### src/sv/ncm_pkg.sv
`timescale 1ns / 1ps
// ----------------------------------------------------------------------------
// ncm_pkg
// shared widths, codes and the metadata beat type for the normalization cube map
// ----------------------------------------------------------------------------
package ncm_pkg;

    localparam int CUBE_W            = 11;
    localparam int COORD_W           = 10;
    localparam int FACE_W            = 3;
    localparam int BYTE_W            = 8;
    localparam int INDEX_W           = 20;
    localparam int K_W               = 7;
    localparam int LANES             = 3;
    localparam int MAX_FACE_SIZE_DEF = 1024;
    localparam int ENC_SCALE         = 16129;
    localparam logic [CUBE_W-1:0] CUBE_SIZE_RESET = 11'd256;
    localparam logic [BYTE_W-1:0] ENC_MID         = 8'd128;
    localparam logic [K_W-1:0]    K_MAX           = 7'd127;

    localparam logic [FACE_W-1:0] FACE_POS_X = 3'd0;
    localparam logic [FACE_W-1:0] FACE_NEG_X = 3'd1;
    localparam logic [FACE_W-1:0] FACE_POS_Y = 3'd2;
    localparam logic [FACE_W-1:0] FACE_NEG_Y = 3'd3;
    localparam logic [FACE_W-1:0] FACE_POS_Z = 3'd4;
    localparam logic [FACE_W-1:0] FACE_NEG_Z = 3'd5;

    typedef struct packed {
        logic [INDEX_W-1:0] index;
        logic               bad;
    } meta_t;

endpackage

### src/sv/ncm_cell.sv
`timescale 1ns / 1ps
// ----------------------------------------------------------------------------
// ncm_cell
// one search cell: settles one bit of the encoded magnitude for all three lanes
// ----------------------------------------------------------------------------
module ncm_cell #(
    parameter int BIT = 0,
    parameter int SW  = 24,
    parameter int TW  = 36
) (
    input  logic                      clk,
    input  logic                      rst_n,
    input  logic                      up_valid,
    output logic                      up_ready,
    input  logic [SW-1:0]             up_s,
    input  logic [TW-1:0]             up_t   [ncm_pkg::LANES],
    input  logic                      up_neg [ncm_pkg::LANES],
    input  logic [ncm_pkg::K_W-1:0]   up_k   [ncm_pkg::LANES],
    input  logic [SW+15:0]            up_q   [ncm_pkg::LANES],
    input  logic [SW+15:0]            up_r   [ncm_pkg::LANES],
    input  ncm_pkg::meta_t            up_meta,
    output logic                      dn_valid,
    input  logic                      dn_ready,
    output logic [SW-1:0]             dn_s,
    output logic [TW-1:0]             dn_t   [ncm_pkg::LANES],
    output logic                      dn_neg [ncm_pkg::LANES],
    output logic [ncm_pkg::K_W-1:0]   dn_k   [ncm_pkg::LANES],
    output logic [SW+15:0]            dn_q   [ncm_pkg::LANES],
    output logic [SW+15:0]            dn_r   [ncm_pkg::LANES],
    output ncm_pkg::meta_t            dn_meta
);
    import ncm_pkg::*;

    localparam int PW = SW + 16;

    // q holds k*k*s and r holds k*s, so trying k + 2^BIT needs only shifts and adds
    logic [PW-1:0]  cand_q [LANES];
    logic [PW-1:0]  cand_r [LANES];
    logic           take   [LANES];
    logic [K_W-1:0] k_next [LANES];
    logic [PW-1:0]  q_next [LANES];
    logic [PW-1:0]  r_next [LANES];

    always_comb
    begin
        for (int l = 0; l < LANES; l++)
        begin
            cand_q[l] = up_q[l] + (up_r[l] << (BIT + 1)) + (PW'(up_s) << (2 * BIT));
            cand_r[l] = up_r[l] + (PW'(up_s) << BIT);
            take[l]   = up_neg[l] ? (cand_q[l] < PW'(up_t[l])) : (cand_q[l] <= PW'(up_t[l]));
            k_next[l] = take[l] ? (up_k[l] | K_W'(1 << BIT)) : up_k[l];
            q_next[l] = take[l] ? cand_q[l] : up_q[l];
            r_next[l] = take[l] ? cand_r[l] : up_r[l];
        end
    end

    logic valid_reg;

    assign up_ready = !valid_reg || dn_ready;
    assign dn_valid = valid_reg;

    always_ff @(posedge clk or negedge rst_n)
    begin
        if (!rst_n)
            valid_reg <= 1'b0;
        else if (up_ready)
            valid_reg <= up_valid;
    end

    always_ff @(posedge clk)
    begin
        if (up_ready && up_valid)
        begin
            dn_s    <= up_s;
            dn_t    <= up_t;
            dn_neg  <= up_neg;
            dn_k    <= k_next;
            dn_q    <= q_next;
            dn_r    <= r_next;
            dn_meta <= up_meta;
        end
    end

endmodule

### config.mk
export PLATFORM = sky130hd
export DESIGN_NAME = ncm_cell
export DESIGN_NICKNAME = d
export VERILOG_FILES = /design/src/sv/ncm_pkg.sv /design/src/sv/ncm_cell.sv
export SDC_FILE = /design/constraint.sdc
export NUM_CORES = 1
export LEC_CHECK = 0
export BUFFER_PORTS_ARGS = -buffer_cell sky130_fd_sc_hd__buf_4
export CORE_AREA = 2 2 326 328
export DETAILED_ROUTE_END_ITERATION = 16
export DIE_AREA = 0 0 328 330
export GPL_TIMING_DRIVEN = 1
export PLACE_DENSITY = 0.47
export SETUP_SLACK_MARGIN = 0.3
export SLEW_MARGIN = 10
export SYNTH_ARGS = -nofsm -noshare
export SYNTH_HDL_FRONTEND = slang
export SYNTH_SLANG_ARGS = --single-unit
### constraint.sdc
create_clock -name clk -period 11.71 [get_ports clk]
set_clock_uncertainty 0.15 [all_clocks]
set_input_delay 2.342 -clock clk [delete_from_list [all_inputs] [get_ports clk]]
set_output_delay 2.342 -clock clk [all_outputs]
set_load 0.02 [all_outputs]
==> run_results.csv <==
group,metric,value,unit
sta,report.final.slew_viol_count,0,
die,rows,119,
placed_design,port_buffers,839,
critical_path,crit_top_cell,"a21oi_1",
layout,nets,4336,
critical_path,cp.arrival,10550,ps
critical_path,reg2reg_depth,4,
layout,syn_to_final_growth,33.7,%
sta,finalCritPeriodShare,0.880,
critical_path,r2r_end,"dn_q[77]$_DFFE_PP_",
placed_design,gp_congestion,0.894,
yosys,ys_types,78,
critical_path,worstSetupPathType,"input pin to flip-flop",
yosys,synth-edff-count,417,
sta,tightest_slew,1230,ps
min_path,min_delay_worst_endpoint,"dn_valid$_DFFE_PN0N_",
route,viasPerCell,4.84,
yosys,syn_area,29300,µm²
critical_path,cp_max_fo,48,
critical_path,r2r-start,"dn_valid$_DFFE_PN0N_",
yosys,ys_seq_area_frac,0.428,
route,vias,23900,
sta,max_clock_freq,0.0970,GHz
route,drt_first_pass_iters,6,
die,die_x,328,µm
route,ant_nets,0,
critical_path,reg2reg_slack,8430,ps
clock_tree,clockBufferDepth,3,
clock_tree,cts_buffers,55,
grt,grt_pass1_vias,24100,
die,dieArea,108000,µm²
die,die_h,330,µm
die,core_area,105000,µm²
layout,layout_commonest_cell,"buf_4",
sta,rsz0062_at_grt,"no",
yosys,async_flop_share,0.00239,
clock_tree,clk_latency,640,ps
clock_tree,htree_levels,2,
placed_design,dpl.hpwl,96700,µm
yosys,postSynthAreaPerCell,11.2,µm²
sta,setup_violations,0,
grt,antenna_found_initial,24,
sta,whs,399,ps
layout,stdcell_area,39200,µm²
yosys,synth.yosys.warnings,0,
placed_design,post-place-ws,842,ps
yosys,synthCells,2632,
die,num_io_pins,840,
critical_path,crit_path_end_kind,"flip-flop",
clock_tree,postCtsResizedCells,0,
route,drtIter0Drc,1401,
clock_tree,clock-sinks,418,
route,drc,0,
sta,min_period,10310,ps
sta,hold_viol,0,
yosys,synth-main-ff-cell,"edfxtp_1",
job,cap_violations,0,
min_path,holdCritStartpoint,"dn_valid$_DFFE_PN0N_",
critical_path,crit_path_start_kind,"input pin",
clock_tree,postCtsHoldBufs,0,
die,initial_core_util,0.280,
route,wire_per_inst,23.8,µm
run_status,status,"complete, no violations",
grt,grtUsageTotal,0.211,
yosys,syn_nets,3470,
layout,drive_above_1_share,0.297,
route,wl,118000,µm
grt,grt_max_degree,134,
clock_tree,clkTransAtPathRegs,60,ps
sta,setup_ws,1400,ps
grt,grt_first_pass_wirelength,166000,µm
sta,fin_setup_tns,0,ps
layout,final_cell_mix,"851 x buf_4, 417 x edfxtp_1, 342 x ha_1, 194 x a21oi_1, 177 x nand2_1",
sta,relSlewSlack,0.174,
min_path,holdPathStages,2,
power_and_ir_drop,power_density,144,nW/µm²
placed_design,place_area,37300,µm²
min_path,holdCritPathClass,"flip-flop to flip-flop",
critical_path,cp_slowest_cell,"nor4_1",
yosys,synth.ff_latch_count,418,
power_and_ir_drop,peakVddDrop,103,µV
grt,grt_overflow,0,
clock_tree,cts_tree,"done",
clock_tree,postCtsSetupBuffers,0,
critical_path,crit_required,11950,ps
power_and_ir_drop,p_leak,17.1,nW
clock_tree,clockRootBuffer,"clkbuf_16",
critical_path,max_stage_delay,1090,ps
## kinds of logic (layout without fill, tap and decap cells)
| logic type | after synthesis | count (layout) | synth area share |
|---|---|---|---|
| xor+xnor | 207 | 207 | 0.0618 |
| compound gates | 632 | 632 | 0.135 |
| buf+inv | 216 | 1126 | 0.0290 |
| flops | 418 | 418 | 0.428 |
| mux | 111 | 111 | 0.0425 |
| simple gates | 631 | 631 | 0.108 |
| fa+ha+maj | 417 | 417 | 0.197 |
| other cells | 0 | 11 | 0 |
## state kept, by name (all words and copies together), names as in the netlist
register / count
dn_valid: 1
dn_q: 120
dn_neg: 3
dn_k: 21
dn_meta: 21
dn_r: 120
dn_t: 108
dn_s: 24
## critical path: cells and delay by family
family / cells / cell delay, ps
AOI/OAI and AO/OA: 10 / 3200
xor gates and xnor gates: 1 / 180
adders and majority gates: 4 / 1540
buffers and inverters: 3 / 740
muxes: 2 / 620
and+or+nand+nor: 5 / 1880
## worst max path at each step
| stage | start | end | slack [ps] |
|---|---|---|---|
| after floorplan | up_s[1] | dn_q[111]$_DFFE_PP_ | 3320 |
| after global placement | up_s[1] | dn_q[12]$_DFFE_PP_ | 770 |
| after detailed placement | up_s[1] | dn_q[15]$_DFFE_PP_ | 840 |
| after CTS | up_s[1] | dn_q[14]$_DFFE_PP_ | 1500 |
| after global routing | up_s[1] | dn_r[39]$_DFFE_PP_ | 930 |
| final | up_s[1] | dn_q[14]$_DFFE_PP_ | 1400 |
## metal layers
layer | part of all wire | GRT usage
met5 | 0.00087 | 0
met4 | 0.023 | 0.0567
met2 | 0.49 | 0.362
met3 | 0.064 | 0.0498
met1 | 0.42 | 0.263
## where the power goes
part	switching, mW	total, mW	internal [mW]	leakage (nW)
registers	0.0323	1.81	1.78	3.98
clock network	0.740	1.81	1.07	0.876
logic	1.20	2.02	0.821	12.2
total	1.97	5.64	3.67	17.1
## synth_stat cells, types with 28 or more instances
master / count / area (µm²)
nand2_1: 177 / 664
nor2b_1: 31 / 194
xnor2_1: 118 / 1030
a21o_1: 81 / 608
nor3_1: 53 / 265
nor2_1: 130 / 488
nand4_1: 44 / 275
fa_1: 75 / 1500
o21ai_0: 162 / 811
clkbuf_1: 29 / 109
and2_1: 28 / 175
a21oi_1: 194 / 971
mux2_2: 90 / 1010
inv_1: 173 / 649
nand3_1: 49 / 245
edfxtp_1: 417 / 12500
ha_1: 342 / 4280
nand2b_1: 35 / 219
xor2_1: 89 / 780
## stage by stage
stage                     cells   util  power, mW
after global routing       4941  0.375       5.99
final                      4944  0.375       5.64
after global placement     4832  0.357       3.87
after CTS                  4933  0.374       5.73
after floorplan            2632      -       3.12
after detailed placement   4832  0.357       3.87
## cell type report
class                   count  area, µm²
well taps                1391       1740
multi-input cells        1998      16000
inverters                 173        649
repair buffers            852       6410
diodes                     11       27.5
clock buffers              66       1430
flip-flops and latches    418      12500
fillers                 10600      65400
clock inverters            35        433
(Power assumes the default switching activity.)
