<file path="src/sv/ncm_pkg.sv">
`timescale 1ns / 1ps
// ----------------------------------------------------------------------------
// ncm_pkg
// shared widths, codes and the metadata beat type for the normalization cube map
// ----------------------------------------------------------------------------
package ncm_pkg;

    localparam int CUBE_W            = 11;
    localparam int COORD_W           = 10;
    localparam int FACE_W            = 3;
    localparam int BYTE_W            = 8;
    localparam int INDEX_W           = 20;
    localparam int K_W               = 7;
    localparam int LANES             = 3;
    localparam int MAX_FACE_SIZE_DEF = 1024;
    localparam int ENC_SCALE         = 16129;
    localparam logic [CUBE_W-1:0] CUBE_SIZE_RESET = 11'd256;
    localparam logic [BYTE_W-1:0] ENC_MID         = 8'd128;
    localparam logic [K_W-1:0]    K_MAX           = 7'd127;

    localparam logic [FACE_W-1:0] FACE_POS_X = 3'd0;
    localparam logic [FACE_W-1:0] FACE_NEG_X = 3'd1;
    localparam logic [FACE_W-1:0] FACE_POS_Y = 3'd2;
    localparam logic [FACE_W-1:0] FACE_NEG_Y = 3'd3;
    localparam logic [FACE_W-1:0] FACE_POS_Z = 3'd4;
    localparam logic [FACE_W-1:0] FACE_NEG_Z = 3'd5;

    typedef struct packed {
        logic [INDEX_W-1:0] index;
        logic               bad;
    } meta_t;

endpackage

</file>
<file path="src/sv/ncm_front.sv">
`timescale 1ns / 1ps
// ----------------------------------------------------------------------------
// ncm_front
// three stage prep: face vector, squares, scaled targets for the search cells
// ----------------------------------------------------------------------------
module ncm_front #(
    parameter int MAX_FACE_SIZE = ncm_pkg::MAX_FACE_SIZE_DEF
) (
    input  logic                                   clk,
    input  logic                                   rst_n,
    input  logic [ncm_pkg::CUBE_W-1:0]             cube_size,
    input  logic                                   up_valid,
    output logic                                   up_ready,
    input  logic [ncm_pkg::FACE_W-1:0]             face,
    input  logic [ncm_pkg::COORD_W-1:0]            column,
    input  logic [ncm_pkg::COORD_W-1:0]            row,
    output logic                                   dn_valid,
    input  logic                                   dn_ready,
    output logic [2*$clog2(MAX_FACE_SIZE+1)+1:0]   dn_s,
    output logic [2*$clog2(MAX_FACE_SIZE+1)+13:0]  dn_t [ncm_pkg::LANES],
    output logic                                   dn_neg [ncm_pkg::LANES],
    output ncm_pkg::meta_t                         dn_meta
);
    import ncm_pkg::*;

    localparam int NW = $clog2(MAX_FACE_SIZE + 1);
    localparam int AW = NW + 1;
    localparam int EW = ((NW > CUBE_W) ? NW : CUBE_W) + 2;
    localparam int XW = ((CUBE_W + NW) > INDEX_W) ? (CUBE_W + NW) : INDEX_W;
    localparam int SW = 2 * NW + 2;
    localparam int TW = 2 * NW + 14;

    // stage 1 comb
    logic [NW-1:0]          n_c;
    logic                   bad_c;
    logic signed [EW-1:0]   a_w;
    logic signed [EW-1:0]   b_w;
    logic signed [AW-1:0]   a_c;
    logic signed [AW-1:0]   b_c;
    logic signed [AW-1:0]   nn_c;
    logic [XW-1:0]          idx_w;
    logic signed [AW-1:0]   vec_c [LANES];

    always_comb
    begin
        n_c   = (int'(cube_size) > MAX_FACE_SIZE) ? NW'(MAX_FACE_SIZE) : NW'(cube_size);
        bad_c = (EW'(column) >= EW'(n_c)) || (EW'(row) >= EW'(n_c));
        a_w   = $signed(EW'({column, 1'b1})) - $signed(EW'(n_c));
        b_w   = $signed(EW'({row, 1'b1})) - $signed(EW'(n_c));
        a_c   = a_w[AW-1:0];
        b_c   = b_w[AW-1:0];
        nn_c  = $signed({1'b0, n_c});
        idx_w = XW'(row) * XW'(n_c) + XW'(column);
        unique case (face)
            FACE_POS_X:
            begin
                vec_c[0] = nn_c;  vec_c[1] = -b_c;  vec_c[2] = -a_c;
            end
            FACE_NEG_X:
            begin
                vec_c[0] = -nn_c; vec_c[1] = -b_c;  vec_c[2] = a_c;
            end
            FACE_POS_Y:
            begin
                vec_c[0] = a_c;   vec_c[1] = nn_c;  vec_c[2] = b_c;
            end
            FACE_NEG_Y:
            begin
                vec_c[0] = a_c;   vec_c[1] = -nn_c; vec_c[2] = -b_c;
            end
            FACE_POS_Z:
            begin
                vec_c[0] = a_c;   vec_c[1] = -b_c;  vec_c[2] = nn_c;
            end
            FACE_NEG_Z:
            begin
                vec_c[0] = -a_c;  vec_c[1] = -b_c;  vec_c[2] = -nn_c;
            end
            default:
            begin
                vec_c[0] = '0;    vec_c[1] = '0;    vec_c[2] = '0;
            end
        endcase
    end

    logic                 v1_reg, v2_reg, v3_reg;
    logic                 r1, r2, r3;
    logic signed [AW-1:0] a1_reg, b1_reg;
    logic [NW-1:0]        n1_reg;
    logic signed [AW-1:0] vec1_reg [LANES];
    meta_t                meta1_reg, meta2_reg, meta3_reg;

    assign r3       = !v3_reg || dn_ready;
    assign r2       = !v2_reg || r3;
    assign r1       = !v1_reg || r2;
    assign up_ready = r1;

    // stage 2 comb: magnitudes and squares
    logic [NW-1:0]   ma, mb;
    logic [NW-1:0]   mv [LANES];
    logic [SW-1:0]   s_next;
    logic [2*NW-1:0] msq_next [LANES];
    logic [AW-1:0]   neg_a, neg_b;
    logic [AW-1:0]   neg_v [LANES];

    always_comb
    begin
        neg_a  = -a1_reg;
        neg_b  = -b1_reg;
        ma     = a1_reg[AW-1] ? neg_a[NW-1:0] : a1_reg[NW-1:0];
        mb     = b1_reg[AW-1] ? neg_b[NW-1:0] : b1_reg[NW-1:0];
        s_next = SW'(ma) * SW'(ma) + SW'(mb) * SW'(mb) + SW'(n1_reg) * SW'(n1_reg);
        for (int l = 0; l < LANES; l++)
        begin
            neg_v[l]    = -vec1_reg[l];
            mv[l]       = vec1_reg[l][AW-1] ? neg_v[l][NW-1:0] : vec1_reg[l][NW-1:0];
            msq_next[l] = mv[l] * mv[l];
        end
    end

    logic [SW-1:0]   s2_reg;
    logic [2*NW-1:0] msq2_reg [LANES];
    logic            neg2_reg [LANES];

    always_ff @(posedge clk or negedge rst_n)
    begin
        if (!rst_n)
        begin
            v1_reg <= 1'b0;
            v2_reg <= 1'b0;
            v3_reg <= 1'b0;
        end
        else
        begin
            if (r1)
                v1_reg <= up_valid;
            if (r2)
                v2_reg <= v1_reg;
            if (r3)
                v3_reg <= v2_reg;
        end
    end

    always_ff @(posedge clk)
    begin
        if (r1 && up_valid)
        begin
            a1_reg          <= a_c;
            b1_reg          <= b_c;
            n1_reg          <= n_c;
            vec1_reg        <= vec_c;
            meta1_reg.index <= idx_w[INDEX_W-1:0];
            meta1_reg.bad   <= bad_c;
        end
        if (r2 && v1_reg)
        begin
            s2_reg    <= s_next;
            msq2_reg  <= msq_next;
            meta2_reg <= meta1_reg;
            for (int l = 0; l < LANES; l++)
                neg2_reg[l] <= vec1_reg[l][AW-1];
        end
        if (r3 && v2_reg)
        begin
            dn_s      <= s2_reg;
            meta3_reg <= meta2_reg;
            for (int l = 0; l < LANES; l++)
            begin
                dn_t[l]   <= TW'(msq2_reg[l]) * TW'(ENC_SCALE);
                dn_neg[l] <= neg2_reg[l];
            end
        end
    end

    assign dn_valid = v3_reg;
    assign dn_meta  = meta3_reg;

endmodule

</file>
<file path="config.mk">
export PLATFORM = sky130hd
export DESIGN_NAME = ncm_front
export DESIGN_NICKNAME = d
export VERILOG_FILES = /design/src/sv/ncm_pkg.sv /design/src/sv/ncm_front.sv
export SDC_FILE = /design/constraint.sdc
export NUM_CORES = 2
export LEC_CHECK = 0
export BUFFER_PORTS_ARGS = -buffer_cell sky130_fd_sc_hd__buf_2
export CORE_UTILIZATION = 30
export DETAILED_ROUTE_END_ITERATION = 10
export GPL_TIMING_DRIVEN = 0
export PLACE_DENSITY = 0.45
export SLEW_MARGIN = 0
export SYNTH_ARGS = -nofsm -noshare
export SYNTH_HDL_FRONTEND = slang
export SYNTH_SLANG_ARGS = --single-unit
</file>
<file path="constraint.sdc">
create_clock -name clk -period 28.2 [get_ports clk]
set_clock_uncertainty 0.2 [all_clocks]
set_input_delay 2.82 -clock clk [delete_from_list [all_inputs] [get_ports clk]]
set_output_delay 2.82 -clock clk [all_outputs]
set_load 0.05 [all_outputs]
</file>
==> flow_summary.toml <==
[status]
outcome = "finished clean"

[placement]
hpwlAfterDp_um = 100000
postPlaceCellArea_um2 = 54300
io_buffers = 190
gp_congestion = 0.880
dpl.cell_count = 7364

[floorplan]
dieWidth_um = 412
dieHeight_um = 412
core_um2 = 167000
start_util_pct = 30.2
num_rows = 150
die_area_um2 = 170000
io_pins = 196

[sta]
slew_viol_final = 0
setup_viol = 0
final-hold-violation-count = 0
worst_slew_pin_slew_ns = 1.39
slew_headroom_pct = 6.17
tns_ns = 0
fin_crit_ns = 11.73
fmax_mhz = 85.3
fin_crit_sh_pct = 41.6
rsz0062_at_grt = "false"
holdWs_ns = 0.216

[global_route]
grt_max_degree = 60
first_global_vias = 35500
antenna_found_initial = 13
grt_pass1_wl_um = 194000
grt_overflow_total = 0
track_usage_pct = 14.6

[synth]
syn_area_per_cell_um2 = 10.2
synth_seq_cells = 358
synth_top_area_share_pct = 29.5
ys_seq_area_share_pct = 21.3
yosys.area.top_type = "fa_1"
synthArstFlopShare_pct = 0.838
yosys-top-cells-area = "fa_1, edfxtp_1, ha_1"
netlist_area_um2 = 50400
postSynthCellCount = 4956
yosysWarnings = 0
synth_ff_type = "edfxtp_1"
ys_types = 87
synth_edf_count = 355

[critical_path]
cpMostUsedCell = "fa_1"
slowest_delay_ns = 1.02
r2r_end = "s2_reg[22]$_DFFE_PP_"
regToRegSetupSlack_ns = 16.47
end_kind = "flip-flop"
crit_type = "reg -> reg"
cp_slowest_cell = "xor2_1"
cp.arrival_ns = 11.92
worstPathMaxFanout = 13
required_ns = 28.39
r2r_start = "a1_reg[0]$_DFFE_PP_"
rr_worst_depth = 33
startpoint_type = "flip-flop"
cp_num_buf_inv = 9
crit_family = "adder cells"

[layout]
final_cells = 7462
final_net_count = 6727
fin_area_um2 = 56000
diodes = 0
syn2layout_area_growth_pct = 11.1
largest_reg_flops = 105
drive_gt1_share_pct = 6.43

[clock_network]
numCtsBuffers = 53
clk_latency_ns = 0.67
cts_tree = "yes"
cts_max_path_buffers = 3
ctsHoldBuffers = 0
cts_root_buffer = "clkbuf_16"
post_cts_buffers = 0
cts_resized = 0
cts_sinks = 358
htree_levels = 2
path_clk_slew_ns = 0.06

[drt]
routed_wl_um = 120000
wl_per_cell_um = 16.1
drt_pass1_iterations = 5
dr_total_vias = 33600
drt_iter0_markers = 1563
ant_nets = 0
drcViolationCount = 0
viasPerCell = 4.50

[min_path]
min_path_type = "reg -> reg"
hold_start = "meta2_reg[3]$_DFFE_PP_"
min_to = "dn_meta[3]$_DFFE_PP_"
whs_path_depth = 0

[flow_run]
maxCapViolations = 0
-- worst reg2reg max path: cells and delay by family, from the launching register on --
family | cells | cell delay, ns
AND/OR/NAND/NOR | 5 | 1.17
buffers and inverters | 9 | 2.10
flip-flops | 1 | 0.52
adder cells (fa/ha/maj) | 10 | 4.63
AO/OA/AOI/OAI | 7 | 1.67
XOR/XNOR | 2 | 1.19
-- final cells by class --
cell class / count / area (um2)
buffer: 66 / 278
clock buffer: 67 / 1420
clock inverter: 31 / 297
fill: 17200 / 111000
inverter: 1275 / 4790
multi-input combinational: 3266 / 34600
sequential: 358 / 10700
tap: 2204 / 2760
timing repair buffer: 195 / 1090
-- layout by cell type (no fill, tap or decap), types with 8 or more instances in the layout --
| master | synthesis | layout |
|---|---|---|
| inv_1 | 1259 | 1259 |
| fa_1 | 742 | 742 |
| ha_1 | 732 | 732 |
| edfxtp_1 | 355 | 355 |
| nor2_1 | 319 | 319 |
| nand2_1 | 277 | 277 |
| xnor2_1 | 195 | 195 |
| buf_2 | 1 | 191 |
| a21oi_1 | 136 | 136 |
| o21ai_0 | 113 | 113 |
| xor2_1 | 90 | 90 |
| clkbuf_1 | 57 | 69 |
| clkbuf_16 | 0 | 55 |
| a21o_1 | 53 | 53 |
| nand2b_1 | 50 | 50 |
| and2_1 | 52 | 49 |
| nor3_1 | 49 | 49 |
| o21a_1 | 45 | 45 |
| nand3_1 | 36 | 36 |
| nor2b_1 | 31 | 31 |
| or3_1 | 28 | 28 |
| clkinv_1 | 16 | 25 |
| or2_2 | 25 | 25 |
| a211oi_1 | 25 | 25 |
| o31ai_1 | 23 | 23 |
| and3_1 | 20 | 20 |
| a31oi_1 | 18 | 18 |
| nand4_1 | 16 | 16 |
| o21bai_1 | 16 | 16 |
| o22ai_1 | 14 | 14 |
| or4_1 | 11 | 11 |
| o211ai_1 | 11 | 11 |
| conb_1 | 2 | 11 |
| clkinv_2 | 0 | 9 |
| o31a_1 | 8 | 8 |
| nor4_1 | 8 | 8 |
| a22oi_1 | 8 | 8 |
-- routing by layer --
layer | global-route usage, % | wire, um | vias to the layer above
met5 | 0 | 130 | -
met4 | 3.16 | 2250 | 22
met3 | 2.48 | 5670 | 137
met2 | 23.6 | 54900 | 534
met1 | 20.3 | 56800 | 16600
li1 | - | - | 16200
-- logic make-up after synthesis --
group,share of synthesized area [%]
AO/OA/AOI/OAI,7.05
XOR/XNOR,4.96
adder cells (fa/ha/maj),47.7
buffers and inverters,10.1
flip-flops,21.3
multiplexers,0.169
other,0.0149
AND/OR/NAND/NOR,8.78
-- worst max-delay path by stage --
stage                        startpoint              endpoint  slack (ns)  cells after the start
finish              a1_reg[0]$_DFFE_PP_  s2_reg[22]$_DFFE_PP_       16.47                     33
global route        a1_reg[0]$_DFFE_PP_  s2_reg[22]$_DFFE_PP_       15.82                     33
CTS                 a1_reg[0]$_DFFE_PP_  s2_reg[22]$_DFFE_PP_       16.35                     33
detailed placement  a1_reg[0]$_DFFE_PP_  s2_reg[22]$_DFFE_PP_       16.39                     33
global placement    a1_reg[0]$_DFFE_PP_  s2_reg[22]$_DFFE_PP_       16.33                     33
floorplan           a1_reg[0]$_DFFE_PP_  s2_reg[22]$_DFFE_PP_       19.24                     33
-- cell usage after synthesis (25+ instances only) --
library cell / instances
a21oi_1: 136
and2_1: 52
nor3_1: 49
clkbuf_1: 57
o21ai_0: 113
a21o_1: 53
edfxtp_1: 355
xor2_1: 90
or2_2: 25
nand2_1: 277
or3_1: 28
fa_1: 742
nor2b_1: 31
a211oi_1: 25
ha_1: 732
nand3_1: 36
o21a_1: 45
nand2b_1: 50
nor2_1: 319
xnor2_1: 195
inv_1: 1259
-- through the flow --
| step | util [%] | setup slack (ns) |
|---|---|---|
| CTS | 33.6 | 16.35 |
| finish | 33.6 | 16.47 |
| floorplan | - | 19.24 |
| detailed placement | 32.5 | 16.39 |
| global placement | 32.4 | 16.33 |
| global route | 33.6 | 15.82 |
Power is left out: the tool's default activity adds up to more than one toggle a clock period on the data nets, which glitch-free logic cannot reach.
