### src/sv/ncm_pkg.sv
`timescale 1ns / 1ps
// ----------------------------------------------------------------------------
// ncm_pkg
// shared widths, codes and the metadata beat type for the normalization cube map
// ----------------------------------------------------------------------------
package ncm_pkg;

    localparam int CUBE_W            = 11;
    localparam int COORD_W           = 10;
    localparam int FACE_W            = 3;
    localparam int BYTE_W            = 8;
    localparam int INDEX_W           = 20;
    localparam int K_W               = 7;
    localparam int LANES             = 3;
    localparam int MAX_FACE_SIZE_DEF = 1024;
    localparam int ENC_SCALE         = 16129;
    localparam logic [CUBE_W-1:0] CUBE_SIZE_RESET = 11'd256;
    localparam logic [BYTE_W-1:0] ENC_MID         = 8'd128;
    localparam logic [K_W-1:0]    K_MAX           = 7'd127;

    localparam logic [FACE_W-1:0] FACE_POS_X = 3'd0;
    localparam logic [FACE_W-1:0] FACE_NEG_X = 3'd1;
    localparam logic [FACE_W-1:0] FACE_POS_Y = 3'd2;
    localparam logic [FACE_W-1:0] FACE_NEG_Y = 3'd3;
    localparam logic [FACE_W-1:0] FACE_POS_Z = 3'd4;
    localparam logic [FACE_W-1:0] FACE_NEG_Z = 3'd5;

    typedef struct packed {
        logic [INDEX_W-1:0] index;
        logic               bad;
    } meta_t;

endpackage

### src/sv/ncm_out.sv
`timescale 1ns / 1ps
// ----------------------------------------------------------------------------
// ncm_out
// output register: turns search results into bytes, blanks bad coordinates
// ----------------------------------------------------------------------------
module ncm_out (
    input  logic                          clk,
    input  logic                          rst_n,
    input  logic                          up_valid,
    output logic                          up_ready,
    input  logic [ncm_pkg::K_W-1:0]       up_k   [ncm_pkg::LANES],
    input  logic                          up_neg [ncm_pkg::LANES],
    input  ncm_pkg::meta_t                up_meta,
    output logic                          out_valid,
    input  logic                          out_stall,
    output logic [ncm_pkg::BYTE_W-1:0]    byte_q [ncm_pkg::LANES],
    output logic [ncm_pkg::INDEX_W-1:0]   index_q,
    output logic                          bad_q
);
    import ncm_pkg::*;

    logic [K_W-1:0]    kk   [LANES];
    logic [BYTE_W-1:0] enc  [LANES];
    logic              valid_reg;

    always_comb
    begin
        for (int l = 0; l < LANES; l++)
        begin
            // negative side: smallest k with k*k*s >= target is the search result plus one
            kk[l] = (up_k[l] == K_MAX) ? K_MAX : (up_k[l] + K_W'(1));
            if (up_meta.bad)
                enc[l] = '0;
            else if (up_neg[l])
                enc[l] = ENC_MID - BYTE_W'(kk[l]);
            else
                enc[l] = ENC_MID + BYTE_W'(up_k[l]);
        end
    end

    assign up_ready  = !valid_reg || !out_stall;
    assign out_valid = valid_reg;

    always_ff @(posedge clk or negedge rst_n)
    begin
        if (!rst_n)
            valid_reg <= 1'b0;
        else if (up_ready)
            valid_reg <= up_valid;
    end

    always_ff @(posedge clk)
    begin
        if (up_ready && up_valid)
        begin
            byte_q  <= enc;
            index_q <= up_meta.bad ? '0 : up_meta.index;
            bad_q   <= up_meta.bad;
        end
    end

endmodule

### config.mk
export PLATFORM = sky130hd
export DESIGN_NAME = ncm_out
export DESIGN_NICKNAME = d
export VERILOG_FILES = /design/src/sv/ncm_pkg.sv /design/src/sv/ncm_out.sv
export SDC_FILE = /design/constraint.sdc
export NUM_CORES = 1
export LEC_CHECK = 0
export BUFFER_PORTS_ARGS = -buffer_cell sky130_fd_sc_hd__clkbuf_2
export CAP_MARGIN = 0
export CORE_MARGIN = 4
export CORE_UTILIZATION = 52
export CTS_CLUSTER_DIAMETER = 120
export CTS_CLUSTER_SIZE = 14
export DETAILED_ROUTE_END_ITERATION = 10
export MAX_ROUTING_LAYER = met4
export PLACE_DENSITY = 0.82
export SKIP_CTS_REPAIR_TIMING = 1
export SYNTH_ARGS = -nofsm -noshare
export SYNTH_HDL_FRONTEND = slang
export SYNTH_SLANG_ARGS = --single-unit
### constraint.sdc
create_clock -name clk -period 3.05 [get_ports clk]
set_clock_uncertainty 0.1 [all_clocks]
set_input_delay 0.305 -clock clk [delete_from_list [all_inputs] [get_ports clk]]
set_output_delay 0.305 -clock clk [all_outputs]
set_load 0.02 [all_outputs]
==> results of run 1 <==
==> power groups by stage <==
stage / Combinational (mW) / Sequential, mW / Clock, mW
after CTS: 0.330 / 0.753 / 0.369
final: 0.330 / 0.753 / 0.359
after detailed placement: 0.328 / 0.767 / 0
after global routing: 0.364 / 0.757 / 0.395
after global placement: 0.322 / 0.767 / 0
after floorplan: 0.166 / 0.818 / 0
==> path summary, 6_finish.rpt <==
path / from / slack, ns / end / cells after the start
max in group asynchronous: rst_n / 2.55 / out_valid$_DFFE_PN0N_ / 2
worst min register to register: out_valid$_DFFE_PN0N_ / 0.43 / out_valid$_DFFE_PN0N_ / 2
worst max-delay path: up_k[0] / 0.81 / byte_q[6]$_SDFFCE_PP0P_ / 9
worst min-delay path: up_valid / 0.12 / out_valid$_DFFE_PN0N_ / 2
min in group asynchronous: rst_n / 0.22 / out_valid$_DFFE_PN0N_ / 2
worst max register to register: out_valid$_DFFE_PN0N_ / 1.31 / index_q[2]$_SDFFCE_PP0P_ / 3
==> final cells by class <==
class | count | area, sq um | share of cell area, %
inverter | 8 | 30.0 | 0.848
timing repair buffer | 101 | 523 | 14.8
tap | 72 | 90.1 | 2.54
sequential | 46 | 1380 | 38.9
clock buffer | 6 | 72.6 | 2.05
clock inverter | 2 | 10.0 | 0.283
multi-input combinational | 214 | 1440 | 40.7
==> flip-flops by register name (all words and copies together) (netlist names) <==
name and count:
index_q 20, out_valid 1, bad_q 1, byte_q 24
==> layout by cell type (no fill, tap or decap), types with 2 or more instances in the layout <==
master,instances
sky130_fd_sc_hd__or2_2,2
sky130_fd_sc_hd__and3_1,7
sky130_fd_sc_hd__o2111ai_1,3
sky130_fd_sc_hd__and3b_1,2
sky130_fd_sc_hd__xnor2_1,3
sky130_fd_sc_hd__edfxtp_1,45
sky130_fd_sc_hd__clkinv_2,2
sky130_fd_sc_hd__xor2_1,6
sky130_fd_sc_hd__inv_1,8
sky130_fd_sc_hd__or3b_1,2
sky130_fd_sc_hd__clkbuf_2,95
sky130_fd_sc_hd__a311oi_1,3
sky130_fd_sc_hd__ha_1,6
sky130_fd_sc_hd__clkbuf_8,5
sky130_fd_sc_hd__o22ai_1,4
sky130_fd_sc_hd__nand2_1,20
sky130_fd_sc_hd__nor2_1,23
sky130_fd_sc_hd__o21ai_0,4
sky130_fd_sc_hd__nand3_1,11
sky130_fd_sc_hd__a211oi_1,3
sky130_fd_sc_hd__nand2b_1,7
sky130_fd_sc_hd__o211ai_1,2
sky130_fd_sc_hd__a41o_1,2
sky130_fd_sc_hd__mux2i_1,9
sky130_fd_sc_hd__nor4_1,3
sky130_fd_sc_hd__a31oi_1,5
sky130_fd_sc_hd__buf_4,5
sky130_fd_sc_hd__a21oi_1,13
sky130_fd_sc_hd__a21boi_1,2
sky130_fd_sc_hd__and2_1,5
sky130_fd_sc_hd__nand4_1,2
sky130_fd_sc_hd__and4_1,5
sky130_fd_sc_hd__o31a_1,3
sky130_fd_sc_hd__nor3_1,6
sky130_fd_sc_hd__a21boi_0,2
sky130_fd_sc_hd__nor2b_1,20
==> stage by stage <==
stage | setup slack [ns] | util, % | hold slack [ns] | power (mW)
after CTS | 0.847 | 64.5 | -0.336 | 1.45
after global routing | 0.641 | 64.7 | 0.120 | 1.52
after floorplan | 0.578 | - | -0.0906 | 0.984
final | 0.815 | 64.7 | 0.119 | 1.44
after global placement | 0.622 | 63.0 | -0.0204 | 1.09
after detailed placement | 0.546 | 63.0 | -0.0185 | 1.10
==> logic make-up (layout without fill, tap and decap cells) <==
group	count (synthesis)	after routing	share of synthesized area [%]
simple gates	126	126	24.6
compound gates	63	63	15.7
flops	46	46	46.9
buf+inv	28	117	3.97
mux	10	10	3.54
xor+xnor	9	9	2.69
fa+ha+maj	6	6	2.56
==> layer usage <==
layer	global-route usage (%)	share of wire, %	vias up
met4	4.61	1.2	0
met2	30.7	46	92
met1	26.7	46	1209
met3	4.96	6.3	10
met5	-	0	-
li1	-	-	1265
==> cells in the mapped netlist (4+ instances only) <==
library cell,number
sky130_fd_sc_hd__edfxtp_1,45
sky130_fd_sc_hd__nor2_1,23
sky130_fd_sc_hd__nand2_1,20
sky130_fd_sc_hd__nor2b_1,20
sky130_fd_sc_hd__clkbuf_1,16
sky130_fd_sc_hd__a21oi_1,13
sky130_fd_sc_hd__nand3_1,11
sky130_fd_sc_hd__mux2i_1,9
sky130_fd_sc_hd__inv_1,8
sky130_fd_sc_hd__and3_1,7
sky130_fd_sc_hd__nand2b_1,7
sky130_fd_sc_hd__and2_1,6
sky130_fd_sc_hd__ha_1,6
sky130_fd_sc_hd__nor3_1,6
sky130_fd_sc_hd__xor2_1,6
sky130_fd_sc_hd__a31oi_1,5
sky130_fd_sc_hd__and4_1,5
sky130_fd_sc_hd__o21ai_0,4
sky130_fd_sc_hd__o22ai_1,4
==> worst max-delay path: cells and delay by family <==
family / cells / cell delay [ns]
adder cells (fa/ha/maj): 2 / 0.50
AO/OA/AOI/OAI: 2 / 0.59
AND/OR/NAND/NOR: 4 / 0.71
buffers and inverters: 1 / 0.14
==> impl.org, run 1 <==
** Routing
- The routed layout has about 2600 vias.
- Vias/cell :: around 5.7
- Post-Route WL :: ~6700 um
- Number of iterations in the first detailed-routing pass :: 4
- After detailed routing, the average wire length per cell comes to 14.9 um.
- DRC errors left :: 0
- Number of DRC markers after the initial detailed-route iteration :: ~120
- Post-route ant nets :: 0

** Logic synthesis
- Sequential elements use between 40% and 50% of the synthesized area.
- Total nets after synthesis :: ~340
- During synthesis, Yosys emitted a total of 0 warnings.
- Count of cell types in the netlist :: 64
- The most used flip-flop cell after synthesis is sky130_fd_sc_hd__edfxtp_1.
- The cell area that synthesis handed to floorplanning was a little under 3000 sq um.
- Counting flops with an async set or reset pin after synthesis yields a share of approximately 2.2%.
- Post-synthesis instance total :: around 290
- Synthesis inferred between 40 and 50 register bits.
- Counting flops with a built-in enable in the synthesized netlist gives 45.
- Cell type with the largest total area after synthesis :: sky130_fd_sc_hd__edfxtp_1
- The synthesized design devotes to its leading area cell type approximately 46% of total area.
- Mapped Avg Cell Area :: 10.2 sq um
- Area contributors post-synth :: sky130_fd_sc_hd__edfxtp_1 46%, sky130_fd_sc_hd__nor2b_1 4.3%, sky130_fd_sc_hd__mux2i_1 3.1%, sky130_fd_sc_hd__nor2_1 2.9%, sky130_fd_sc_hd__ha_1 2.6%

** Timing
- In this run the tightest slew margin relative to its limit is between 60% and 70%.
- Pins over their slew limit :: 0
- Period Utilization, post-route :: roughly three quarters
- Number of endpoints failing setup at the final stage :: 0
- Setup repair after global routing missed its margin :: false
- The hold violation total from the final report is 0.
- Transition time at the pin with the least slew margin :: between 0.5 and 0.6 ns
- Final critical-path required period :: ~2.2 ns
- Aggregate negative setup slack :: 0 ns
- Peak clock frequency supported by timing :: approximately 450 MHz

** Layout
- In the final layout, the share of cells above drive strength 1 is a little under a third.
- From synthesis to final layout, the design area changed by 20.8%.
- Leaving out filler cells and counting taps, the final layout contains 449.
- The finished cells cover ~3500 sq um.
- The number of antenna diodes in the final layout is 0.
- At the end of the flow, the number of nets in the layout was 431.
- Fillcell total :: 464

** Clock tree
- CTS tree :: built
- In this run, CTS created clock tree buffers numbering 5.
- The clock passes through at most 2 buffers.
- Total number of clock tree sinks :: 46
- Worst-path clk slew :: ~0.080 ns
- In this run the number of H-tree levels came out at 2.
- Clock tree synthesis selected as its root buffer the cell sky130_fd_sc_hd__clkbuf_8.
- At the later pin of the worst-skew pair, clock insertion delay measures between 0.2 and 0.3 ns.

** Place
- At the end of routability-driven placement, the weighted congestion stood at ~0.9.
- Instance count after placement with tap cells included :: 440
- The wire-length estimate of the detail-placed layout is between 5000 and 6000 um.
- Standard cell area after detailed placement :: around 3400 sq um
- Buffers placed on the I/O ports in this run total 95.

** Setup path
- Type of destination of the critical path :: flip-flop
- The critical path is of the in -> reg type.
- CP max stage cell :: sky130_fd_sc_hd__a311o_1
- The worst setup path is launched from a primary input.
- Along the worst path, the maximum fanout reaches 6.
- Cell-by-cell listing of the critical path :: clkbuf_2, ha_1, and2_1, nand3_1, and2_1, ha_1, and4_4, a311o_1, a311oi_1
- Data on the critical path arrives at its endpoint at about 2.3 ns.
- On the worst path, the slowest cell contributes a delay of between 0.3 and 0.4 ns.
- Required time reported for the critical path endpoint :: 3.07 ns

** Flow run
- Across the run, the number of max-cap violations was 0.

** Pwr
- Combinational share of power :: a little under a quarter
- Net switching is ~29% of the power.
- Sequential fraction of design power :: a little over half
- Largest voltage drop on the vdd net :: roughly 0.00017 V
- In this run the static leakage power is around 1.5 nW.
- Internal power comes to about 1 mW.
- Cell Pwr Density :: around 410 nW/um^2
- For this design the total switching power over the nets is 0.415 mW.
- In this run, the clock network consumes about a quarter of the power.

** Global route
- Global-route wire length before repair :: approximately 11000 um
- Number of antenna violations at the first check in global routing :: 0
- The number of global-route vias before repair is 2331.
- After global routing the overflow that remains totals 0.
- Global routing consumed, over all layers together, about 20% of the routing resources.
- Pin count of the biggest net entering global routing :: 47

** Die
- I/O pin total :: 96
- Die height :: around 83 um
- Core area :: ~5500 sq um
- Width of the die :: 83.1 um
- The initialized floorplan defines 27 standard-cell rows.
- Die Area :: about 7000 sq um
- Initial core utilization :: between 50% and 60%

** Worst hold path
- Class of the worst hold path :: in -> reg

** Run status
- The run finished with clean final reports.
Note: power is estimated with default switching activity, not from simulation.
==> run 2: changes to the inputs <==
Settings changed: CORE_UTILIZATION 52 to 46, PLACE_DENSITY 0.82 to 0.77.
Clock period 3.05 ns to 2 ns, I/O delays scaled along.
==> impl.org, run 2 (synthesized netlist as in run 1, its figures left out) <==
** Place
- The count of input and output buffers was 95 (unchanged).
- DP HPWL :: 5690 um (+14%)
- The weighted congestion at the end of routability-driven global placement came to 0.892 (-3.3%).

** Die
- The floorplan die area is 7710 sq um (+12%).
- Width of the die :: 87.8 um (+5.7%)
- The height of the chip came to 87.8 um (+5.7%).
- The cell row count is 28 (+3.7%).
- Initial core utilization :: 48.4% (-5.2 points)
- I/O pin total :: 96 (unchanged)
- Core area :: 6060 sq um (+11%)

** Clock tree
- The clock latency at the later pin of the worst-skew pair was 0.30 ns (about the same).
- Root Driver :: sky130_fd_sc_hd__clkbuf_8
- CTS Buffer Depth :: 2 (unchanged)
- CTS tree :: built
- Total number of clock tree sinks :: 46 (unchanged)
- Worst-path clk slew :: 0.09 ns (about the same)
- The number of buffers created by CTS is 5 (unchanged).
- # H-tree levels :: 2 (unchanged)

** Routing
- The first-pass detailed-route iteration total is 4 (unchanged).
- The routed length per placed instance was 15.5 um (+4.1%).
- The number of violations reported at the end of detailed-routing iteration 0 is 99 (-20%).
- Post-Route WL :: 7630 um (+14%)
- The total via count in the routed design is 2735 (+6.2%).
- DRC errors left :: 0 (unchanged)
- Post-route ant nets :: 0 (unchanged)
- Vias/cell :: 5.57 (-2.9%)

** Setup path
- Buffers & Inverters on Critical Path :: 1 (unchanged)
- On the critical path, the stage with the largest delay is an instance of sky130_fd_sc_hd__a311o_1.
- The worst setup path is captured at a flip-flop.
- Critical path class :: in -> reg
- Cell class contributing the biggest share of worst-path delay :: compound AO/OA/AOI/OAI gates
- Biggest cell delay along the critical path :: 0.34 ns (about the same)
- Cell-by-cell listing of the critical path :: clkbuf_2, ha_4, and2_4, nand3_1, and2_1, ha_1, and4_4, a311o_1, a311oi_1
- The required time at the worst-slack endpoint came to 2.02 ns (-1.05 ns).
- Sort of element at the start of the critical path :: primary input
- The arrival time of data at the critical path endpoint is 1.85 ns (-0.40 ns).
- The biggest fanout along the worst timing path came to 4 (-2).

** Global route
- Pin count of the biggest net entering global routing :: 37 (-21%)
- Leftover overflow at the end of global routing :: 0 (unchanged)
- The global-route wire length before repair came to 11900 um (+6.4%).
- The total routing usage reported by global routing is 19.8% (-0.097 points).
- The initial antenna violation count is 0 (unchanged).
- The number of global-route vias before repair came to 2518 (+8.0%).

** Timing
- Pins over their slew limit :: 0 (unchanged)
- The relative slew slack came to 75.4% (+9.9 points).
- Period Utilization, post-route :: between 90 and 100%
- The final-report setup violation count came to 0 (unchanged).
- The hold violation total from the final report is 0 (unchanged).
- Static timing analysis puts the maximum clock frequency at roughly 550 MHz.
- The actual transition at the worst max-transition pin is 0.369 ns (-0.147 ns).
- The final hold slack came to 0.0425 ns (-0.0763 ns).
- The smallest clock period supported by the final layout is computed as 1.83 ns.
- Setup repair after global routing missed its margin :: false

** Pwr
- Leakage :: 1.71 nW (+12%)
- Cell Pwr Density :: 594 nW/um^2 (+46%)
- Total design power :: 2.31 mW (+60%)
- Largest voltage drop on the vdd net :: 0.000405 V (+140%)

** Worst hold path
- The worst hold path belongs to the class in -> reg.

** Flow run
- The reported max-cap violation count came to 0 (unchanged).

** Layout
- Fillcell total :: 487 (+5.0%)
- Most common library cell in the layout ignoring fill and taps :: sky130_fd_sc_hd__clkbuf_2
- The flip-flop count of the largest register after layout is 24 (unchanged).
- The net total in the final layout came to 470 (+9.0%).
- The share of final-layout standard cells stronger than drive strength 1 came to 39.4% (+7.9 points).
- Antenna diode count :: 0 (unchanged)
- Reg with most FFs :: byte_q
- The area growth from synthesis to layout is 32.5%.
- In the layout the commonest cells are 95 x sky130_fd_sc_hd__clkbuf_2, 45 x sky130_fd_sc_hd__edfxtp_1, 43 x sky130_fd_sc_hd__buf_4.
- The largest registers in the layout are byte_q (24), index_q (20).

** Run status
- Outcome :: complete, no violations
-- run 2: changes by cell type in the layout (fill, tap and decap cells not counted), sizes merged --
| cell | change |
|---|---|
| buf | +38 |
| clkinvlp | +2 |
| inv | +1 |
| clkinv | -2 |
| dlygate4sd3 | +1 |
| clkbuf | -1 |
-- run 2: path summary, 6_finish.rpt --
| kind | start | endpoint | slack [ns] | depth (start not counted) |
|---|---|---|---|---|
| max | up_k[0] | byte_q[6]$_SDFFCE_PP0P_ | 0.17 | 9 |
| min | out_stall | out_valid$_DFFE_PN0N_ | 0.04 | 3 |
| max reg2reg | out_valid$_DFFE_PN0N_ | index_q[7]$_SDFFCE_PP0P_ | 0.58 | 3 |
| min reg2reg | out_valid$_DFFE_PN0N_ | out_valid$_DFFE_PN0N_ | 0.43 | 2 |
| max in group asynchronous | rst_n | out_valid$_DFFE_PN0N_ | 1.60 | 2 |
| min in group asynchronous | rst_n | out_valid$_DFFE_PN0N_ | 0.11 | 2 |
-- run 2: where the power goes --
part	leakage [nW]	total, mW	switching [mW]	internal [mW]
sequential	0.452	1.15	0.0160	1.13
combinational	1.21	0.574	0.334	0.240
clock	0.0408	0.588	0.337	0.250
total	1.71	2.31	0.687	1.62
-- run 2: worst register-to-register path, cell delays in order, from the launching register on --
cell	delay (ns)
sky130_fd_sc_hd__dfrtp_1	0.38
sky130_fd_sc_hd__nand2_1	0.10
sky130_fd_sc_hd__and2_2	0.16
sky130_fd_sc_hd__buf_4	0.34
-- run 2: layer usage --
metal | track usage (%) | wire length, um
met1 | 25.1 | 3330
met2 | 33.4 | 3610
met3 | 3.95 | 675
met4 | 3.35 | 16
met5 | - | 0
-- run 2: metrics by stage --
step | utilization, % | area, sq um | std cells | TNS, ns | setup slack (ns)
2_1_floorplan | - | 2980 | 288 | -0.464 | -0.189
4_1_cts | 63.7 | 3860 | 489 | 0 | 0.178
6_report | 64.1 | 3880 | 491 | 0 | 0.170
3_3_place_gp | 62.2 | 3770 | 481 | -0.161 | -0.0493
3_5_place_dp | 62.2 | 3770 | 481 | -0.580 | -0.132
5_1_grt | 64.1 | 3880 | 491 | 0 | 0.0959
-- run 2: final cells by class --
type                    count  area [sq um]  share of cell area (%)
flip-flops and latches     46          1380                    35.4
well taps                  75          93.8                    2.42
clock buffers               5          68.8                    1.77
multi-input cells         214          1470                    37.9
clock inverters             3          23.8                   0.612
inverters                   8          30.0                   0.773
repair buffers            140           818                    21.1
==> run 3: changes to the inputs <==
Settings changed: CELL_PAD_IN_SITES_DETAIL_PLACEMENT set to 0, CELL_PAD_IN_SITES_GLOBAL_PLACEMENT set to 1, CORE_UTILIZATION 46 to 35, PLACE_DENSITY 0.77 to not set, PLACE_DENSITY_LB_ADDON set to 0.1.
==> impl.org, run 3 (synthesized netlist as in run 1, its figures left out) <==
** Run status
- The run finished with clean final reports.

** Clock tree
- The cell sitting at the root of the clock tree is a sky130_fd_sc_hd__clkbuf_8.
- Total number of clock tree sinks :: 46 (unchanged)
- CTS Buffer Depth :: 2 (unchanged)
- Clock network latency to the later pin of the worst-skew pair :: 0.29 ns (about the same)
- The number of H-tree branching levels came to 2 (unchanged).
- Worst-path clk slew :: 0.08 ns (about the same)
- Total CTS buffers :: 5 (unchanged)
- TritonCTS built the clock tree.

** Timing
- Aggregate negative setup slack :: 0 ns (unchanged)
- The ratio of final minimum period to clock period was 90.0% (-1.4 points).
- Final critical-path required period :: 1.80 ns (-0.0290 ns)
- Peak clock frequency supported by timing :: 555 MHz (+1.6%)
- Pins over their slew limit :: 0 (unchanged)
- Setup repair after global routing missed its margin :: false
- Final Hold Vio Count :: 0 (unchanged)
- Transition time at the pin with the least slew margin :: 0.363 ns (-0.00549 ns)
- The final hold slack came to 0.0586 ns (+0.0161 ns).
- The relative slew slack was 75.7% (+0.28 points).
- Number of endpoints failing setup at the final stage :: 0 (unchanged)

** Setup path
- Critical path class :: in -> reg
- Maximum fanout encountered on the critical timing path :: 8 (+4)
- Sort of element at the start of the critical path :: primary input
- Arrival time of the worst setup path :: 1.75 ns (-0.10 ns)
- Type of destination of the critical path :: flip-flop
- In this run the critical register-to-register path is launched from out_valid$_DFFE_PN0N_.
- The register-to-register setup slack is 0.67 ns (+0.09 ns).
- In this run the critical register-to-register path is captured at index_q[3]$_SDFFCE_PP0P_.
- The stage delay of the slowest cell on the critical path is 0.25 ns (-0.09 ns).
- Cell-by-cell listing of the critical path :: clkbuf_2, ha_4, nand4_1, or2_0, and2_1, ha_2, o2111ai_1, o22ai_1, o31a_1
- Cell class contributing the biggest share of worst-path delay :: compound AO/OA/AOI/OAI gates
- On the critical path, the stage with the largest delay is an instance of sky130_fd_sc_hd__or2_0.
- The buffer and inverter count on the worst path is 1 (unchanged).
- Required time reported for the critical path endpoint :: 1.95 ns (-0.07 ns)
- FF-to-FF path depth :: 3 (unchanged)

** Global route
- The total overflow reported by the global router is 0 (unchanged).
- Global-route wire length before repair :: 11700 um (-1.1%)
- Via count of the first global-routing pass :: 2502 (-0.64%)
- The total routing usage reported by global routing is 15.0% (-4.8 points).
- Number of antenna violations at the first check in global routing :: 0 (unchanged)
- The maximum number of pins on one net before global-route repair came to 46 (+24%).

** Worst hold path
- The worst hold path begins at out_stall.
- The tightest min-delay check is of the in -> reg type.
- Cell depth of the worst min-delay path :: 3 (unchanged)
- Hold path endpoint :: out_valid$_DFFE_PN0N_

** Die
- The boundary pin count came to 96 (unchanged).
- The area of the core region was 8180 sq um (+35%).
- Width of the die :: 99.5 um (+13%)
- Initial core utilization :: 35.9% (-13 points)
- Die height :: 99.5 um (+13%)
- The floorplan die area came to 9900 sq um (+28%).
- Row cnt :: 33 (+18%)

** Place
- DP HPWL :: 5670 um (-0.34%)
- The area of placed instances is 3840 sq um (+1.9%).
- Final RePlAce weighted congestion :: 0.843 (-5.5%)
- The count of input and output buffers was 95 (unchanged).

** Flow run
- The reported max-cap violation count came to 0 (unchanged).

** Pwr
- Cell Pwr Density :: 602 nW/um^2 (+1.3%)
- Largest voltage drop on the vdd net :: 0.000317 V (-22%)
- Leakage :: 1.74 nW (+1.7%)

** Layout
- Cell area after layout :: 3970 sq um (+2.3%)
- Register area :: 1380 sq um (unchanged)
- The footprint of the multi-input gates came to 1470 sq um (unchanged).
- Reg with most FFs :: byte_q
- The share of final-layout standard cells stronger than drive strength 1 was 39.6% (+0.20 points).
- In the final layout, the registers with the most flip-flops are byte_q (24), index_q (20).
- Fillcell total :: 823 (+69%)
- The flip-flop count of the largest register after layout was 24 (unchanged).
- Area growth syn-to-layout :: 35.6%
- The net total in the final layout came to 473 (+0.64%).
- Leaving out fill and tap cells, the most frequent cell in the layout is sky130_fd_sc_hd__clkbuf_2.
- The post-route core utilization is 48.6% (-15 points).
- Antenna diode count :: 0 (unchanged)
- In the layout the commonest cells are 95 x sky130_fd_sc_hd__clkbuf_2, 45 x sky130_fd_sc_hd__edfxtp_1, 45 x sky130_fd_sc_hd__buf_4.

** Routing
- The first-pass detailed-route iteration total was 4 (unchanged).
- The average vias per placed instance is 4.93 (-12%).
- The number of antenna-violating nets in the routed design is 0 (unchanged).
- The total via count in the routed design came to 2582 (-5.6%).
- Post-Route WL :: 7340 um (-3.9%)
- The number of remaining DRC errors came to 0 (unchanged).
- The number of violations reported at the end of detailed-routing iteration 0 was 38 (-62%).
- The routed length per placed instance is 14.0 um (-9.9%).
==> run 3: power by group <==
group	internal, mW	switching (mW)	leakage (nW)	total (mW)
clock network	0.373	0.304	0.0514	0.677
logic	0.246	0.325	1.23	0.571
registers	1.13	0.0144	0.452	1.15
==> run 3: area by class of cell <==
class,count,share of cell area (%)
Multi-Input combinational cell,214,37.1
Sequential cell,46,34.6
Timing Repair Buffer,143,21.5
Tap cell,105,3.31
Clock buffer,6,1.83
Clock inverter,2,0.945
Inverter,8,0.756
==> run 3: how the worst max path moves through the flow <==
stage	to	startpoint	cells past startpoint	slack, ns
after floorplan	byte_q[22]$_SDFFCE_PP0P_	up_k[14]	11	-0.19
after global placement	byte_q[21]$_SDFFCE_PP0P_	up_k[14]	9	-0.08
after detailed placement	byte_q[22]$_SDFFCE_PP0P_	up_k[14]	9	-0.12
after CTS	byte_q[22]$_SDFFCE_PP0P_	up_k[14]	9	0.22
after global routing	byte_q[21]$_SDFFCE_PP0P_	up_k[14]	9	0.03
final	byte_q[22]$_SDFFCE_PP0P_	up_k[14]	9	0.20
==> run 3: worst min-delay path: cells and delay by family <==
family        cells  cell delay [ns]
buf+inv           1             0.07
simple gates      2             0.14
==> run 3: through the flow <==
stage / worst slack [ns] / cells / power, mW
after detailed placement: -0.122 / 514 / 1.74
after floorplan: -0.189 / 288 / 1.51
after global routing: 0.0321 / 524 / 2.53
final: 0.199 / 524 / 2.39
after global placement: -0.0803 / 514 / 1.74
after CTS: 0.216 / 522 / 2.44
==> run 3: routing by layer <==
layer	vias to the layer above	wire, um	global-route usage [%]
met5	-	0	-
li1	1343	-	-
met3	6	253	1.89
met4	0	59	3.89
met1	1179	3160	17.6
met2	54	3860	27.1
